<file path="config.mk">
export PLATFORM = sky130hd
export DESIGN_NAME = timed_servo_ramp_core
export DESIGN_NICKNAME = d
export VERILOG_FILES = /design/src/hw/rtl/tsr_pkg.sv /design/src/hw/rtl/tsr_div.sv /design/src/hw/rtl/tsr_ctrl.sv /design/src/hw/rtl/tsr_dpath.sv /design/src/hw/rtl/timed_servo_ramp_core.sv
export VERILOG_INCLUDE_DIRS = /design/src /design/src/hw/rtl
export SDC_FILE = /design/constraint.sdc
export NUM_CORES = 1
export LEC_CHECK = 0
export ABC_AREA = 1
export ABC_CLOCK_PERIOD_IN_PS = 9600
export BUFFER_PORTS_ARGS = -buffer_cell sky130_fd_sc_hd__buf_2
export CAP_MARGIN = 20
export CORE_MARGIN = 2
export CORE_UTILIZATION = 38
export CTS_BUF_LIST = sky130_fd_sc_hd__clkbuf_4
export CTS_CLUSTER_DIAMETER = 60
export CTS_CLUSTER_SIZE = 20
export DETAILED_ROUTE_END_ITERATION = 7
export PLACE_DENSITY = 0.64
export REMOVE_ABC_BUFFERS = 1
export SLEW_MARGIN = 20
export SYNTH_ARGS = -nofsm -noshare
export SYNTH_HDL_FRONTEND = slang
export SYNTH_SLANG_ARGS = --single-unit
</file>
<file path="constraint.sdc">
create_clock -name clk -period 9.6 [get_ports clk]
set_input_delay 1.44 -clock clk [delete_from_list [all_inputs] [get_ports clk]]
set_output_delay 1.44 -clock clk [all_outputs]
set_load 0.01 [all_outputs]
</file>
<file path="src/hw/rtl/assert_macros.svh">
// assertion macros shared by the rtl files
// expects clk and rst_n in the scope of the module that uses them
`ifndef ASSERT_MACROS_SVH
`define ASSERT_MACROS_SVH

// property checked on every rising edge, off while reset is held
`define TSR_ASSERT(label, prop, msg) \
  label: assert property (@(posedge clk) disable iff (!rst_n) prop) else $error(msg);

// condition that must never be seen
`define TSR_ASSERT_NEVER(label, cond, msg) \
  `TSR_ASSERT(label, !(cond), msg)

`endif

</file>
<file path="src/hw/rtl/tsr_pkg.sv">
// types, constants and helpers for the servo ramp core
// no dependencies
`default_nettype none

package tsr_pkg;

  localparam int ANG_W     = 8;
  localparam int TIME_W    = 32;
  localparam int OP_W      = 2;
  localparam int CFG_IDX_W = 2;
  localparam int DVD_W     = TIME_W + ANG_W;
  localparam int DIV_CNT_W = $clog2(DVD_W);

  // operation codes
  localparam logic [OP_W-1:0] OP_ANIMATE = 2'd0;
  localparam logic [OP_W-1:0] OP_RESET   = 2'd1;
  localparam logic [OP_W-1:0] OP_SETUP   = 2'd2;

  // register indexes
  localparam logic [CFG_IDX_W-1:0] CFG_MIN = 2'd0;
  localparam logic [CFG_IDX_W-1:0] CFG_MID = 2'd1;
  localparam logic [CFG_IDX_W-1:0] CFG_MAX = 2'd2;

  localparam logic [ANG_W-1:0] MIN_RST = 8'd0;
  localparam logic [ANG_W-1:0] MID_RST = 8'd90;
  localparam logic [ANG_W-1:0] MAX_RST = 8'd180;

  typedef enum logic [3:0] {
    ST_IDLE = 4'b0001,
    ST_MUL  = 4'b0010,
    ST_DIV  = 4'b0100,
    ST_RES  = 4'b1000
  } tsr_state_t;

  typedef struct packed {
    logic accept;     // latch the input item
    logic mul_start;  // multiply and start the divider
    logic commit;     // update ramp state and load the result register
  } tsr_cmd_t;

  typedef struct packed {
    logic slow;       // incoming item needs the multiply/divide path
    logic div_done;   // last divider iteration this cycle
  } tsr_sts_t;

  function automatic logic [ANG_W-1:0] limit_clamp(input logic [ANG_W-1:0] p,
                                                   input logic [ANG_W-1:0] mn,
                                                   input logic [ANG_W-1:0] mx);
    logic [ANG_W-1:0] r;
    r = p;
    if (mx > mn) begin
      if (p > mx) r = mx;
    end else begin
      if (p < mn) r = mn;
    end
    return r;
  endfunction

endpackage

`default_nettype wire

</file>
<file path="src/hw/rtl/tsr_div.sv">
// restoring divider, one quotient bit per cycle
// depends on tsr_pkg
`default_nettype none

module tsr_div (
  input  wire logic                       clk,
  input  wire logic                       rst_n,
  input  wire logic                       start,
  input  wire logic [tsr_pkg::DVD_W-1:0]  dividend,
  input  wire logic [tsr_pkg::TIME_W-1:0] divisor,
  output logic                            done,
  output logic [tsr_pkg::DVD_W-1:0]       quotient
);
  import tsr_pkg::*;

  logic                 busy_r, busy_nxt;
  logic [DIV_CNT_W-1:0] cnt_r, cnt_nxt;
  logic [DVD_W-1:0]     dvd_r, dvd_nxt;
  logic [TIME_W-1:0]    rem_r, rem_nxt;
  logic [TIME_W-1:0]    dsr_r, dsr_nxt;
  logic [TIME_W:0]      rem_sh;
  logic [TIME_W:0]      rem_sub;
  logic                 ge;
  logic                 last;

  assign rem_sh  = {rem_r, dvd_r[DVD_W-1]};
  assign rem_sub = rem_sh - {1'b0, dsr_r};
  assign ge      = (rem_sh >= {1'b0, dsr_r});
  assign last    = busy_r && (cnt_r == DIV_CNT_W'(DVD_W - 1));

  always_comb begin
    busy_nxt = busy_r;
    cnt_nxt  = cnt_r;
    dvd_nxt  = dvd_r;
    rem_nxt  = rem_r;
    dsr_nxt  = dsr_r;
    if (start) begin
      busy_nxt = 1'b1;
      cnt_nxt  = '0;
      dvd_nxt  = dividend;
      rem_nxt  = '0;
      dsr_nxt  = divisor;
    end else if (busy_r) begin
      dvd_nxt = {dvd_r[DVD_W-2:0], ge};
      rem_nxt = ge ? rem_sub[TIME_W-1:0] : rem_sh[TIME_W-1:0];
      cnt_nxt = cnt_r + 1'b1;
      if (last) busy_nxt = 1'b0;
    end
  end

  always_ff @(posedge clk) begin
    if (!rst_n) begin
      busy_r <= 1'b0;
      cnt_r  <= '0;
    end else begin
      busy_r <= busy_nxt;
      cnt_r  <= cnt_nxt;
    end
    dvd_r <= dvd_nxt;
    rem_r <= rem_nxt;
    dsr_r <= dsr_nxt;
  end

  assign done     = last;
  assign quotient = dvd_r;

endmodule

`default_nettype wire

</file>
<file path="src/hw/rtl/tsr_ctrl.sv">
// controller state machine for the servo ramp core
// depends on tsr_pkg
`default_nettype none

module tsr_ctrl (
  input  wire logic              clk,
  input  wire logic              rst_n,
  input  wire logic              in_valid,
  output logic                   in_ready,
  output logic                   out_valid,
  input  wire logic              out_ready,
  input  wire tsr_pkg::tsr_sts_t sts,
  output tsr_pkg::tsr_cmd_t      cmd
);
  import tsr_pkg::*;

  tsr_state_t state_r, state_nxt;
  logic       out_valid_r, out_valid_nxt;
  logic       slot_free;

  assign in_ready  = (state_r == ST_IDLE);
  assign slot_free = !out_valid_r || out_ready;

  always_comb begin
    state_nxt     = state_r;
    cmd           = '0;
    cmd.accept    = in_valid && (state_r == ST_IDLE);
    case (state_r)
      ST_IDLE: begin
        if (in_valid) state_nxt = sts.slow ? ST_MUL : ST_RES;
      end
      ST_MUL: begin
        cmd.mul_start = 1'b1;
        state_nxt     = ST_DIV;
      end
      ST_DIV: begin
        if (sts.div_done) state_nxt = ST_RES;
      end
      ST_RES: begin
        if (slot_free) begin
          cmd.commit = 1'b1;
          state_nxt  = ST_IDLE;
        end
      end
      default: state_nxt = ST_IDLE;
    endcase
  end

  always_comb begin
    out_valid_nxt = out_valid_r;
    if (cmd.commit) out_valid_nxt = 1'b1;
    else if (out_ready) out_valid_nxt = 1'b0;
  end

  always_ff @(posedge clk) begin
    if (!rst_n) begin
      state_r     <= ST_IDLE;
      out_valid_r <= 1'b0;
    end else begin
      state_r     <= state_nxt;
      out_valid_r <= out_valid_nxt;
    end
  end

  assign out_valid = out_valid_r;

endmodule

`default_nettype wire

</file>
<file path="src/hw/rtl/tsr_dpath.sv">
// datapath of the servo ramp core: limits, ramp state, multiply, divide, result register
// depends on tsr_pkg and tsr_div
`default_nettype none

module tsr_dpath (
  input  wire logic                          clk,
  input  wire logic                          rst_n,
  input  wire tsr_pkg::tsr_cmd_t             cmd,
  output tsr_pkg::tsr_sts_t                  sts,
  input  wire logic [tsr_pkg::OP_W-1:0]      in_operation,
  input  wire logic [tsr_pkg::TIME_W-1:0]    in_now_ms,
  input  wire logic [tsr_pkg::ANG_W-1:0]     in_target_angle,
  input  wire logic [tsr_pkg::TIME_W-1:0]    in_ramp_duration,
  input  wire logic                          cfg_we,
  input  wire logic [tsr_pkg::CFG_IDX_W-1:0] cfg_index,
  input  wire logic [tsr_pkg::ANG_W-1:0]     cfg_wdata,
  output logic [tsr_pkg::ANG_W-1:0]          out_position,
  output logic                               out_position_valid,
  output logic                               out_finished
);
  import tsr_pkg::*;

  // limit registers
  logic [ANG_W-1:0]  min_r, mid_r, max_r;

  // latched item
  logic [OP_W-1:0]   op_r;
  logic [TIME_W-1:0] now_r, dur_r;
  logic [ANG_W-1:0]  tgt_r;

  // ramp state
  logic              done_r, done_nxt;
  logic              started_r, started_nxt;
  logic [TIME_W-1:0] stime_r, stime_nxt;
  logic [ANG_W-1:0]  sang_r, sang_nxt;

  // result register
  logic [ANG_W-1:0]  pos_r, pos_nxt;
  logic              pval_r, pval_nxt;
  logic              fin_r, fin_nxt;

  logic [TIME_W-1:0] elapsed;
  logic              up;
  logic [ANG_W-1:0]  absdiff;
  logic [DVD_W-1:0]  product;
  logic [DVD_W-1:0]  quot;
  logic              div_done;
  logic              reached;
  logic [ANG_W-1:0]  angle;
  logic              jump;

  // path choice for the item being offered
  assign sts.slow = (in_operation == OP_ANIMATE) && !done_r && (in_ramp_duration != '0)
                    && (sang_r != in_target_angle);
  assign sts.div_done = div_done;

  always_ff @(posedge clk) begin
    if (!rst_n) begin
      min_r <= MIN_RST;
      mid_r <= MID_RST;
      max_r <= MAX_RST;
    end else if (cfg_we) begin
      case (cfg_index)
        CFG_MIN: min_r <= cfg_wdata;
        CFG_MID: mid_r <= cfg_wdata;
        CFG_MAX: max_r <= cfg_wdata;
        default: ;
      endcase
    end
  end

  always_ff @(posedge clk) begin
    if (cmd.accept) begin
      op_r  <= in_operation;
      now_r <= in_now_ms;
      tgt_r <= in_target_angle;
      dur_r <= in_ramp_duration;
    end
  end

  // first ramp step sees zero elapsed time
  assign elapsed = started_r ? (now_r - stime_r) : '0;
  assign up      = (tgt_r > sang_r);
  assign absdiff = up ? (tgt_r - sang_r) : (sang_r - tgt_r);
  assign product = DVD_W'(elapsed) * DVD_W'(absdiff);

  tsr_div u_div (
    .clk      (clk),
    .rst_n    (rst_n),
    .start    (cmd.mul_start),
    .dividend (product),
    .divisor  (dur_r),
    .done     (div_done),
    .quotient (quot)
  );

  assign reached = (quot >= DVD_W'(absdiff));
  assign angle   = reached ? tgt_r : (up ? (sang_r + quot[ANG_W-1:0])
                                         : (sang_r - quot[ANG_W-1:0]));
  assign jump    = (dur_r == '0) || (sang_r == tgt_r);

  always_comb begin
    done_nxt    = done_r;
    started_nxt = started_r;
    stime_nxt   = stime_r;
    sang_nxt    = sang_r;
    pos_nxt     = pos_r;
    pval_nxt    = pval_r;
    fin_nxt     = fin_r;
    if (cmd.mul_start && !started_r) begin
      started_nxt = 1'b1;
      stime_nxt   = now_r;
    end
    if (cmd.commit) begin
      pos_nxt  = '0;
      pval_nxt = 1'b0;
      case (op_r)
        OP_ANIMATE: begin
          if (!done_r) begin
            pval_nxt = 1'b1;
            if (jump) begin
              pos_nxt  = limit_clamp(tgt_r, min_r, max_r);
              done_nxt = 1'b1;
            end else begin
              pos_nxt = limit_clamp(angle, min_r, max_r);
              if (reached) begin
                sang_nxt = tgt_r;
                done_nxt = 1'b1;
              end
            end
          end
        end
        OP_RESET: begin
          done_nxt    = 1'b0;
          started_nxt = 1'b0;
          stime_nxt   = '0;
        end
        OP_SETUP: begin
          done_nxt    = 1'b0;
          started_nxt = 1'b0;
          stime_nxt   = '0;
          pos_nxt     = limit_clamp(mid_r, min_r, max_r);
          pval_nxt    = 1'b1;
        end
        default: ;
      endcase
      fin_nxt = done_nxt;
    end
  end

  always_ff @(posedge clk) begin
    if (!rst_n) begin
      done_r    <= 1'b0;
      started_r <= 1'b0;
      stime_r   <= '0;
      sang_r    <= '0;
    end else begin
      done_r    <= done_nxt;
      started_r <= started_nxt;
      stime_r   <= stime_nxt;
      sang_r    <= sang_nxt;
    end
    pos_r  <= pos_nxt;
    pval_r <= pval_nxt;
    fin_r  <= fin_nxt;
  end

  assign out_position       = pos_r;
  assign out_position_valid = pval_r;
  assign out_finished       = fin_r;

endmodule

`default_nettype wire

</file>
<file path="src/hw/rtl/timed_servo_ramp_core.sv">
// top level of the servo position ramp core
// depends on tsr_pkg, tsr_ctrl, tsr_dpath (with tsr_div) and assert_macros.svh
`default_nettype none
`include "assert_macros.svh"

// Servo position ramp generator. Each input transfer carries an operation
// (animate step, reset animation, setup), the current millisecond time, a
// target angle and a ramp duration, and yields exactly one result transfer:
// the position written (zero when none), a position-written flag and the
// finished flag. An animate step on a running ramp is taken, then passes
// through the 32x8 multiply of elapsed time by the angle span, the bit-serial
// restoring divider (one quotient bit per cycle of a 40-bit dividend) and the
// step that updates state and loads the result register. Every other item
// (jump to target, ramp already done, reset, setup, unused code) goes from
// being taken straight to that last step. The result register holds the
// result until the transfer on the out_ side, so a new input is taken while
// a result still waits; a further result waits only if the previous one has
// not left. Limit registers are written through cfg_we/cfg_index/cfg_wdata
// (index 0 min, 1 mid, 2 max, index 3 ignored) and should be changed only
// while the core is idle.
module timed_servo_ramp_core (
  input  wire logic                          clk,
  input  wire logic                          rst_n,
  // input channel
  input  wire logic                          in_valid,
  output logic                               in_ready,
  input  wire logic [tsr_pkg::OP_W-1:0]      in_operation,
  input  wire logic [tsr_pkg::TIME_W-1:0]    in_now_ms,
  input  wire logic [tsr_pkg::ANG_W-1:0]     in_target_angle,
  input  wire logic [tsr_pkg::TIME_W-1:0]    in_ramp_duration,
  // result channel
  output logic                               out_valid,
  input  wire logic                          out_ready,
  output logic [tsr_pkg::ANG_W-1:0]          out_position,
  output logic                               out_position_valid,
  output logic                               out_finished,
  // limit register writes
  input  wire logic                          cfg_we,
  input  wire logic [tsr_pkg::CFG_IDX_W-1:0] cfg_index,
  input  wire logic [tsr_pkg::ANG_W-1:0]     cfg_wdata
);
  import tsr_pkg::*;

  tsr_cmd_t cmd;
  tsr_sts_t sts;

  // sequencing: idle, multiply, divide, write result
  tsr_ctrl u_ctrl (
    .clk       (clk),
    .rst_n     (rst_n),
    .in_valid  (in_valid),
    .in_ready  (in_ready),
    .out_valid (out_valid),
    .out_ready (out_ready),
    .sts       (sts),
    .cmd       (cmd)
  );

  // limits, ramp state, arithmetic and the result register
  tsr_dpath u_dpath (
    .clk                (clk),
    .rst_n              (rst_n),
    .cmd                (cmd),
    .sts                (sts),
    .in_operation       (in_operation),
    .in_now_ms          (in_now_ms),
    .in_target_angle    (in_target_angle),
    .in_ramp_duration   (in_ramp_duration),
    .cfg_we             (cfg_we),
    .cfg_index          (cfg_index),
    .cfg_wdata          (cfg_wdata),
    .out_position       (out_position),
    .out_position_valid (out_position_valid),
    .out_finished       (out_finished)
  );

  // one item in flight: no second transfer straight after the first
  `TSR_ASSERT(a_one_in_flight, (in_valid && in_ready) |=> !in_ready, "second item taken while busy")

  // a fresh result only appears once an item has been taken and worked on
  `TSR_ASSERT(a_result_from_work, $rose(out_valid) |-> $past(!in_ready), "result without work")

  // no stray position when nothing was written
  `TSR_ASSERT_NEVER(a_no_stray_pos, out_valid && !out_position_valid && (out_position != '0), "position set but not written")

endmodule

`default_nettype wire
</file>
### After elaboration in Yosys (flattened, before gate mapping)

Cells that the tools add are included.

* register bits after elaboration: 266
* input port bits: 89
* output and inout bits: 12
* word-level logic and storage cells: 125

* add/subtract/negate cells: 7
* multipliers: 1
* $lt $le $gt $ge: 10
* equal/unequal tests: 14
* multiplexer cells: 44
* bitwise logic cells: 3
* reduce and logical (&&, ||, !) cells: 25

Operators by type and width (count)
* $mux W32: 5
* $mux W8: 14
* $mux W40: 2
* $sub A32 B32 Y32: 2
* $ge A40 B8 Y1: 1
* $gt A8 B8 Y1: 5
* $mul A32 B8 Y40: 1
* $ge A33 B32 Y1: 1
* $logic_not A32 Y1: 1
* $reduce_bool A32 Y1: 1
* $lt A8 B8 Y1: 3
* $sub A8 B8 Y8: 3
* $mux W4: 4
* $pmux W4 S4: 1
* $pmux W8 S2: 1
* $mux W1: 15
* $add A8 B8 Y8: 1
* $eq A8 B8 Y1: 1
* $ne A8 B8 Y1: 1
* $add A6 B1 Y6 const B: 1
* $eq A6 B6 Y1 const B: 1
* $logic_and A1 B1 Y1: 6
* $logic_not A2 Y1: 3
* $reduce_and A2 Y1: 3
* 16 further kinds: 27

### Logic depth before layout (Yosys ltp)

* word-level depth: 10
* depth in mapped cells: 41
* depth with buffers taken out: 40

### By module

A second synthesis with hierarchy kept.

* cells, all modules: 3413
* area total of the unflattened synthesis: 25802.2 um^2

By module, submodules not included
* tsr_dpath: times used 1, cells an instance 2360, area an instance 18431.4 um^2, sequential area each 3843.7 um^2
* tsr_div: times used 1, cells an instance 1008, area an instance 7066.8 um^2, sequential area each 2942.8 um^2
* tsr_ctrl: times used 1, cells an instance 45, area an instance 304.0 um^2, sequential area each 100.1 um^2

### Worst setup path before layout

No wires, ideal clock.

* path type: flip-flop to flip-flop
* start point: register u_dpath.tgt_r[0]
* end point: register u_dpath.u_div.dvd_r[34] (netlist: u_dpath.u_div.quotient[34]) (data pin)
* setup time: 0.313 ns
* arrival: 6.350 ns
* data required time: 9.287 ns
* slack: 2.936 ns
* cell stages (with the launch flop): 40
* path buffers: 1
* path through: edfxtp_1 inv_1 ha_1 inv_1 fa_1 inv_1 o21ai_1 a21oi_1 o21ai_1 nand2_2 mux2i_2 xor2_1 buf_2 nor2_1 fa_1 inv_1 fa_1 inv_1 [... 4 more ...] ha_1 nand2_1 inv_1 nand2_1 nand2_1 a21oi_1 inv_1 a21oi_2 inv_1 nand2_1 nand2_1 nand2_1 nand2_1 nand4_1 nand2_1 or2_0 nand3_1 o21ai_0

* cells in the longest elaborated chain, start to end: 4
* elaborated cells on any way between the ends: 6
* classes of those cells: add/sub (2); mul (1); order compare (1); mux (2)

RTL lines
* from (decl): RTL line tsr_dpath.sv:29 `logic [ANG_W-1:0] tgt_r;`
* from (signal assigned): RTL line tsr_dpath.sv:76 `tgt_r <= in_target_angle;`
* $sub A8 B8 Y8 or $gt A8 B8 Y1 (tied branches): RTL line tsr_dpath.sv:84, tsr_dpath.sv:83
* $mux W8 (*): RTL line tsr_dpath.sv:84 `assign absdiff = up ? (tgt_r - sang_r) : (sang_r - tgt_r);`
* $mul A32 B8 Y40 (*): RTL line tsr_dpath.sv:85 `assign product = DVD_W'(elapsed) * DVD_W'(absdiff);`
* $mux W40 (*): RTL line tsr_div.sv:37 `if (start) begin`
* net u_dpath.u_div.dvd_nxt[34]: RTL line tsr_div.sv:18 `logic [DVD_W-1:0] dvd_r, dvd_nxt;`
* to (signal assigned): RTL line tsr_div.sv:59 `dvd_r <= dvd_nxt;`
* to (decl): RTL line tsr_div.sv:18

The timed path passes the listed nets; every way through them passes the cells marked *.
A chain may end at the register's enable or synchronous reset.

### Worst setup path after layout

* start point: register u_dpath.tgt_r[0]
* end point: register u_dpath.u_div.dvd_r[38] (netlist: u_dpath.u_div.quotient[38]) (data pin)

The elaborated chain is that of the path after synthesis.

==> flow_summary.ini <==
[run_status]
run_status = complete, no violations

[timing]
slew_viol_final = 0
setup-violations-final = 0
fmax_mhz = 124
finalCritPeriodShare_pct = 83.9
fin_crit_ns = 8.06
finalClockSkew_ns = 0.117
rsz0062_at_grt = false
worstMarginPinSlew_ns = 1.04
slew_headroom_pct = 30.6
final_hold_viol_count = 0
fin_setup_tns_ns = 0

[yosys]
netlist_instances = 3234
syn-cell-area_sq_mm = 0.0250
synth.area.top_cells = edfxtp_1 19%, fa_1 15%, ha_1 11%
ys_ff_latch = 266
synth_enable_flop_cells = 156
yosysWarnings = 0
yosysTopAreaCellShare_pct = 18.7
yosys_most_used_dff = edfxtp_1
ys_types = 59
syn_avg_cell_area_sq_um = 7.73
yosys.area.top_type = edfxtp_1
yosysSeqAreaShare_pct = 27.5
async_flop_share_pct = 0

[pwr]
vdd_drop_max_mv = 0.136
p_leak_nw = 12.5
total_power_mw = 3.00
p_per_area_mw_per_mm2 = 111

[route]
drtAntennaViolNets = 0
drt_iter0_drc = 1606
remaining_drc_errors = 0
detailroute.via_count = 21300
drt_pre_antenna_iters = 6
routedWlPerCell_microns = 15.4
wirelength_microns = 64600
via_per_inst = 5.08

[grt]
grt_max_degree = 71
gr-total-overflow = 0
grt_pass1_vias = 21000
grt_pass1_wl_microns = 107000
antenna_found_initial = 2
grt.total_usage_pct = 19.3

[clock_network]
clk_pin_slew_ns = 0.16
cts_sinks = 266
postCtsSetupBuffers = 0
cts_hold_buf = 0
cts-resized-gates = 0
cts_tree = yes
cts_buffer_depth = 3
h-tree-depth = 1
cts_root_buf = clkbuf_4
cts_made_buffers = 31
insertion_delay_ns = 0.92

[final_layout]
nets = 3790
layout_commonest_cell = nand2_1
layout_common_cells = 620 x nand2_1, 512 x inv_1, 406 x nor2_1, 223 x a21oi_1, 211 x ha_1
n_fill_cell = 6810
final_core_util_pct = 41.4
drive_gt1_share_pct = 7.09
syn_to_final_growth_pct = 8.20

[floorplanning]
core_sq_mm = 0.0654
ios = 101
initial_utilization_pct = 38.2
fp.dieH_microns = 260
die-area_sq_mm = 0.0678
rows = 94
die_width_microns = 260

[setup_path]
crit_required_ns = 10.30
rr_startpoint = u_dpath.tgt_r[0]$_DFFE_PP_
r2r_end = u_dpath.u_div.quotient[38]$_DFFE_PP_
endpoint_kind = register
reg2reg_setup_slack_ns = 1.54
crit_arrival_ns = 8.75
crit_type = register to register
critPathLaunchType = register
cp_max_fo = 24
rr_worst_depth = 25

[flow_run]
cap_violations = 0

[worst_hold_path]
hold_path_depth = 0
min_from = u_dpath.dur_r[3]$_DFFE_PP_
hold_path_class = register to register
hold_path_end = u_dpath.u_div.dsr_r[3]$_DFFE_PP_

[place]
routabilityCongestion = 0.945
numPortBuffers = 100
hpwl_microns = 50800
==> how the worst max path moves through the flow <==
stage                                            to                        from  cells after the start  slack [ns]
6_report       u_dpath.u_div.quotient[38]$_DFFE_PP_  u_dpath.tgt_r[0]$_DFFE_PP_                     25        1.54
4_1_cts        u_dpath.u_div.quotient[38]$_DFFE_PP_  u_dpath.tgt_r[0]$_DFFE_PP_                     25        1.63
5_1_grt        u_dpath.u_div.quotient[34]$_DFFE_PP_  u_dpath.tgt_r[0]$_DFFE_PP_                     40        1.05
2_1_floorplan  u_dpath.u_div.quotient[34]$_DFFE_PP_  u_dpath.tgt_r[0]$_DFFE_PP_                     39        1.89
3_5_place_dp   u_dpath.u_div.quotient[38]$_DFFE_PP_  u_dpath.tgt_r[0]$_DFFE_PP_                     25        1.70
3_3_place_gp   u_dpath.u_div.quotient[34]$_DFFE_PP_  u_dpath.tgt_r[0]$_DFFE_PP_                     40        1.92
==> cells by family after synthesis <==
group,count (synthesis),share of synthesized area (%)
buffers and inverters,603,9.29
multiplexers,2,0.0951
adder cells (fa/ha/maj),396,25.4
AO/OA/AOI/OAI,529,11.8
AND/OR/NAND/NOR,1363,23.2
flip-flops,266,27.5
XOR/XNOR,75,2.66
==> report_power, final <==
| part | internal [mW] | switching [mW] | leakage (nW) | total (mW) |
|---|---|---|---|---|
| registers | 1.28 | 0.0443 | 2.33 | 1.33 |
| clock network | 0.283 | 0.555 | 0.320 | 0.838 |
| logic | 0.248 | 0.583 | 9.89 | 0.832 |
==> final cells by class <==
cell class                      instances  area, sq um  share of cell area (%)
Tap cell                              864         1080                    4.00
Clock buffer                           31          233                   0.860
Timing Repair Buffer                  121          668                    2.47
Inverter                              520         1950                    7.22
Multi-Input combinational cell       2365        15800                    58.5
Clock inverter                         27          387                    1.43
Sequential cell                       266         6890                    25.5
Antenna cell                            2         5.00                  0.0185
==> sequential cells by signal, summed over array words and instances, names as in the netlist, 6 cells and up <==
register and count:
u_dpath.u_div.quotient 40, u_dpath.max_r 8, u_dpath.out_position 8, u_dpath.dur_r 32
u_dpath.stime_r 32, u_dpath.tgt_r 8, u_dpath.now_r 32, u_dpath.u_div.rem_r 32
u_dpath.u_div.cnt_r 6, u_dpath.sang_r 8, u_dpath.min_r 8, u_dpath.mid_r 8
u_dpath.u_div.dsr_r 32
==> metal layers <==
metal,vias to the layer above,part of all wire [%],track usage [%]
met2,531,48,33.9
met4,2,2.6,4.95
met3,104,4.8,2.51
met5,-,0.020,0
met1,10000,45,25.0
li1,10700,-,-
==> stage by stage <==
step / cells / worst slack [ns] / hold WS, ns / cell area (sq um)
2_1_floorplan: 3151 / 1.89 / 0.427 / 24600
6_report: 4196 / 1.54 / 0.416 / 27000
3_5_place_dp: 4135 / 1.70 / 0.437 / 26400
5_1_grt: 4195 / 1.05 / 0.457 / 27000
3_3_place_gp: 4135 / 1.92 / 0.435 / 26400
4_1_cts: 4193 / 1.63 / 0.458 / 27000
==> synthesized netlist by cell type (6+ instances only) <==
library cell,number
a31oi_1,29
ha_1,211
nor4_1,22
o211ai_1,22
inv_1,512
nor2_1,409
or2_2,16
nand4_1,35
clkbuf_1,52
nand3b_1,36
inv_2,6
xor2_1,34
buf_2,17
xnor2_1,40
a21oi_1,223
or2_1,8
a21o_1,9
o21bai_1,12
o21a_1,8
dfxtp_1,110
nand3_1,164
a21boi_0,7
o21ai_0,168
nand2_1,621
edfxtp_1,156
buf_1,7
o21ai_1,15
nor3_1,26
fa_1,185
==> worst max-delay path: stages (launching register included) <==
cell and delay [ns]:
edfxtp_1 0.46, ha_1 0.92, nand4_1 0.28, nand2_2 0.35
inv_2 0.12, nand3_1 0.09, nand2_1 0.22, inv_1 0.84
buf_4 0.31, nor2_1 0.08, fa_1 0.53, fa_1 0.44
fa_1 0.55, inv_1 0.06, fa_1 0.53, inv_1 0.04
ha_1 0.40, nand2_1 0.12, nor2_1 0.23, inv_1 0.09
nor4_1 0.38, o21ai_0 0.20, nand3_1 0.17, nand3_1 0.11
a21o_1 0.17, a31oi_1 0.12
Note: power is estimated with default switching activity, not from simulation.
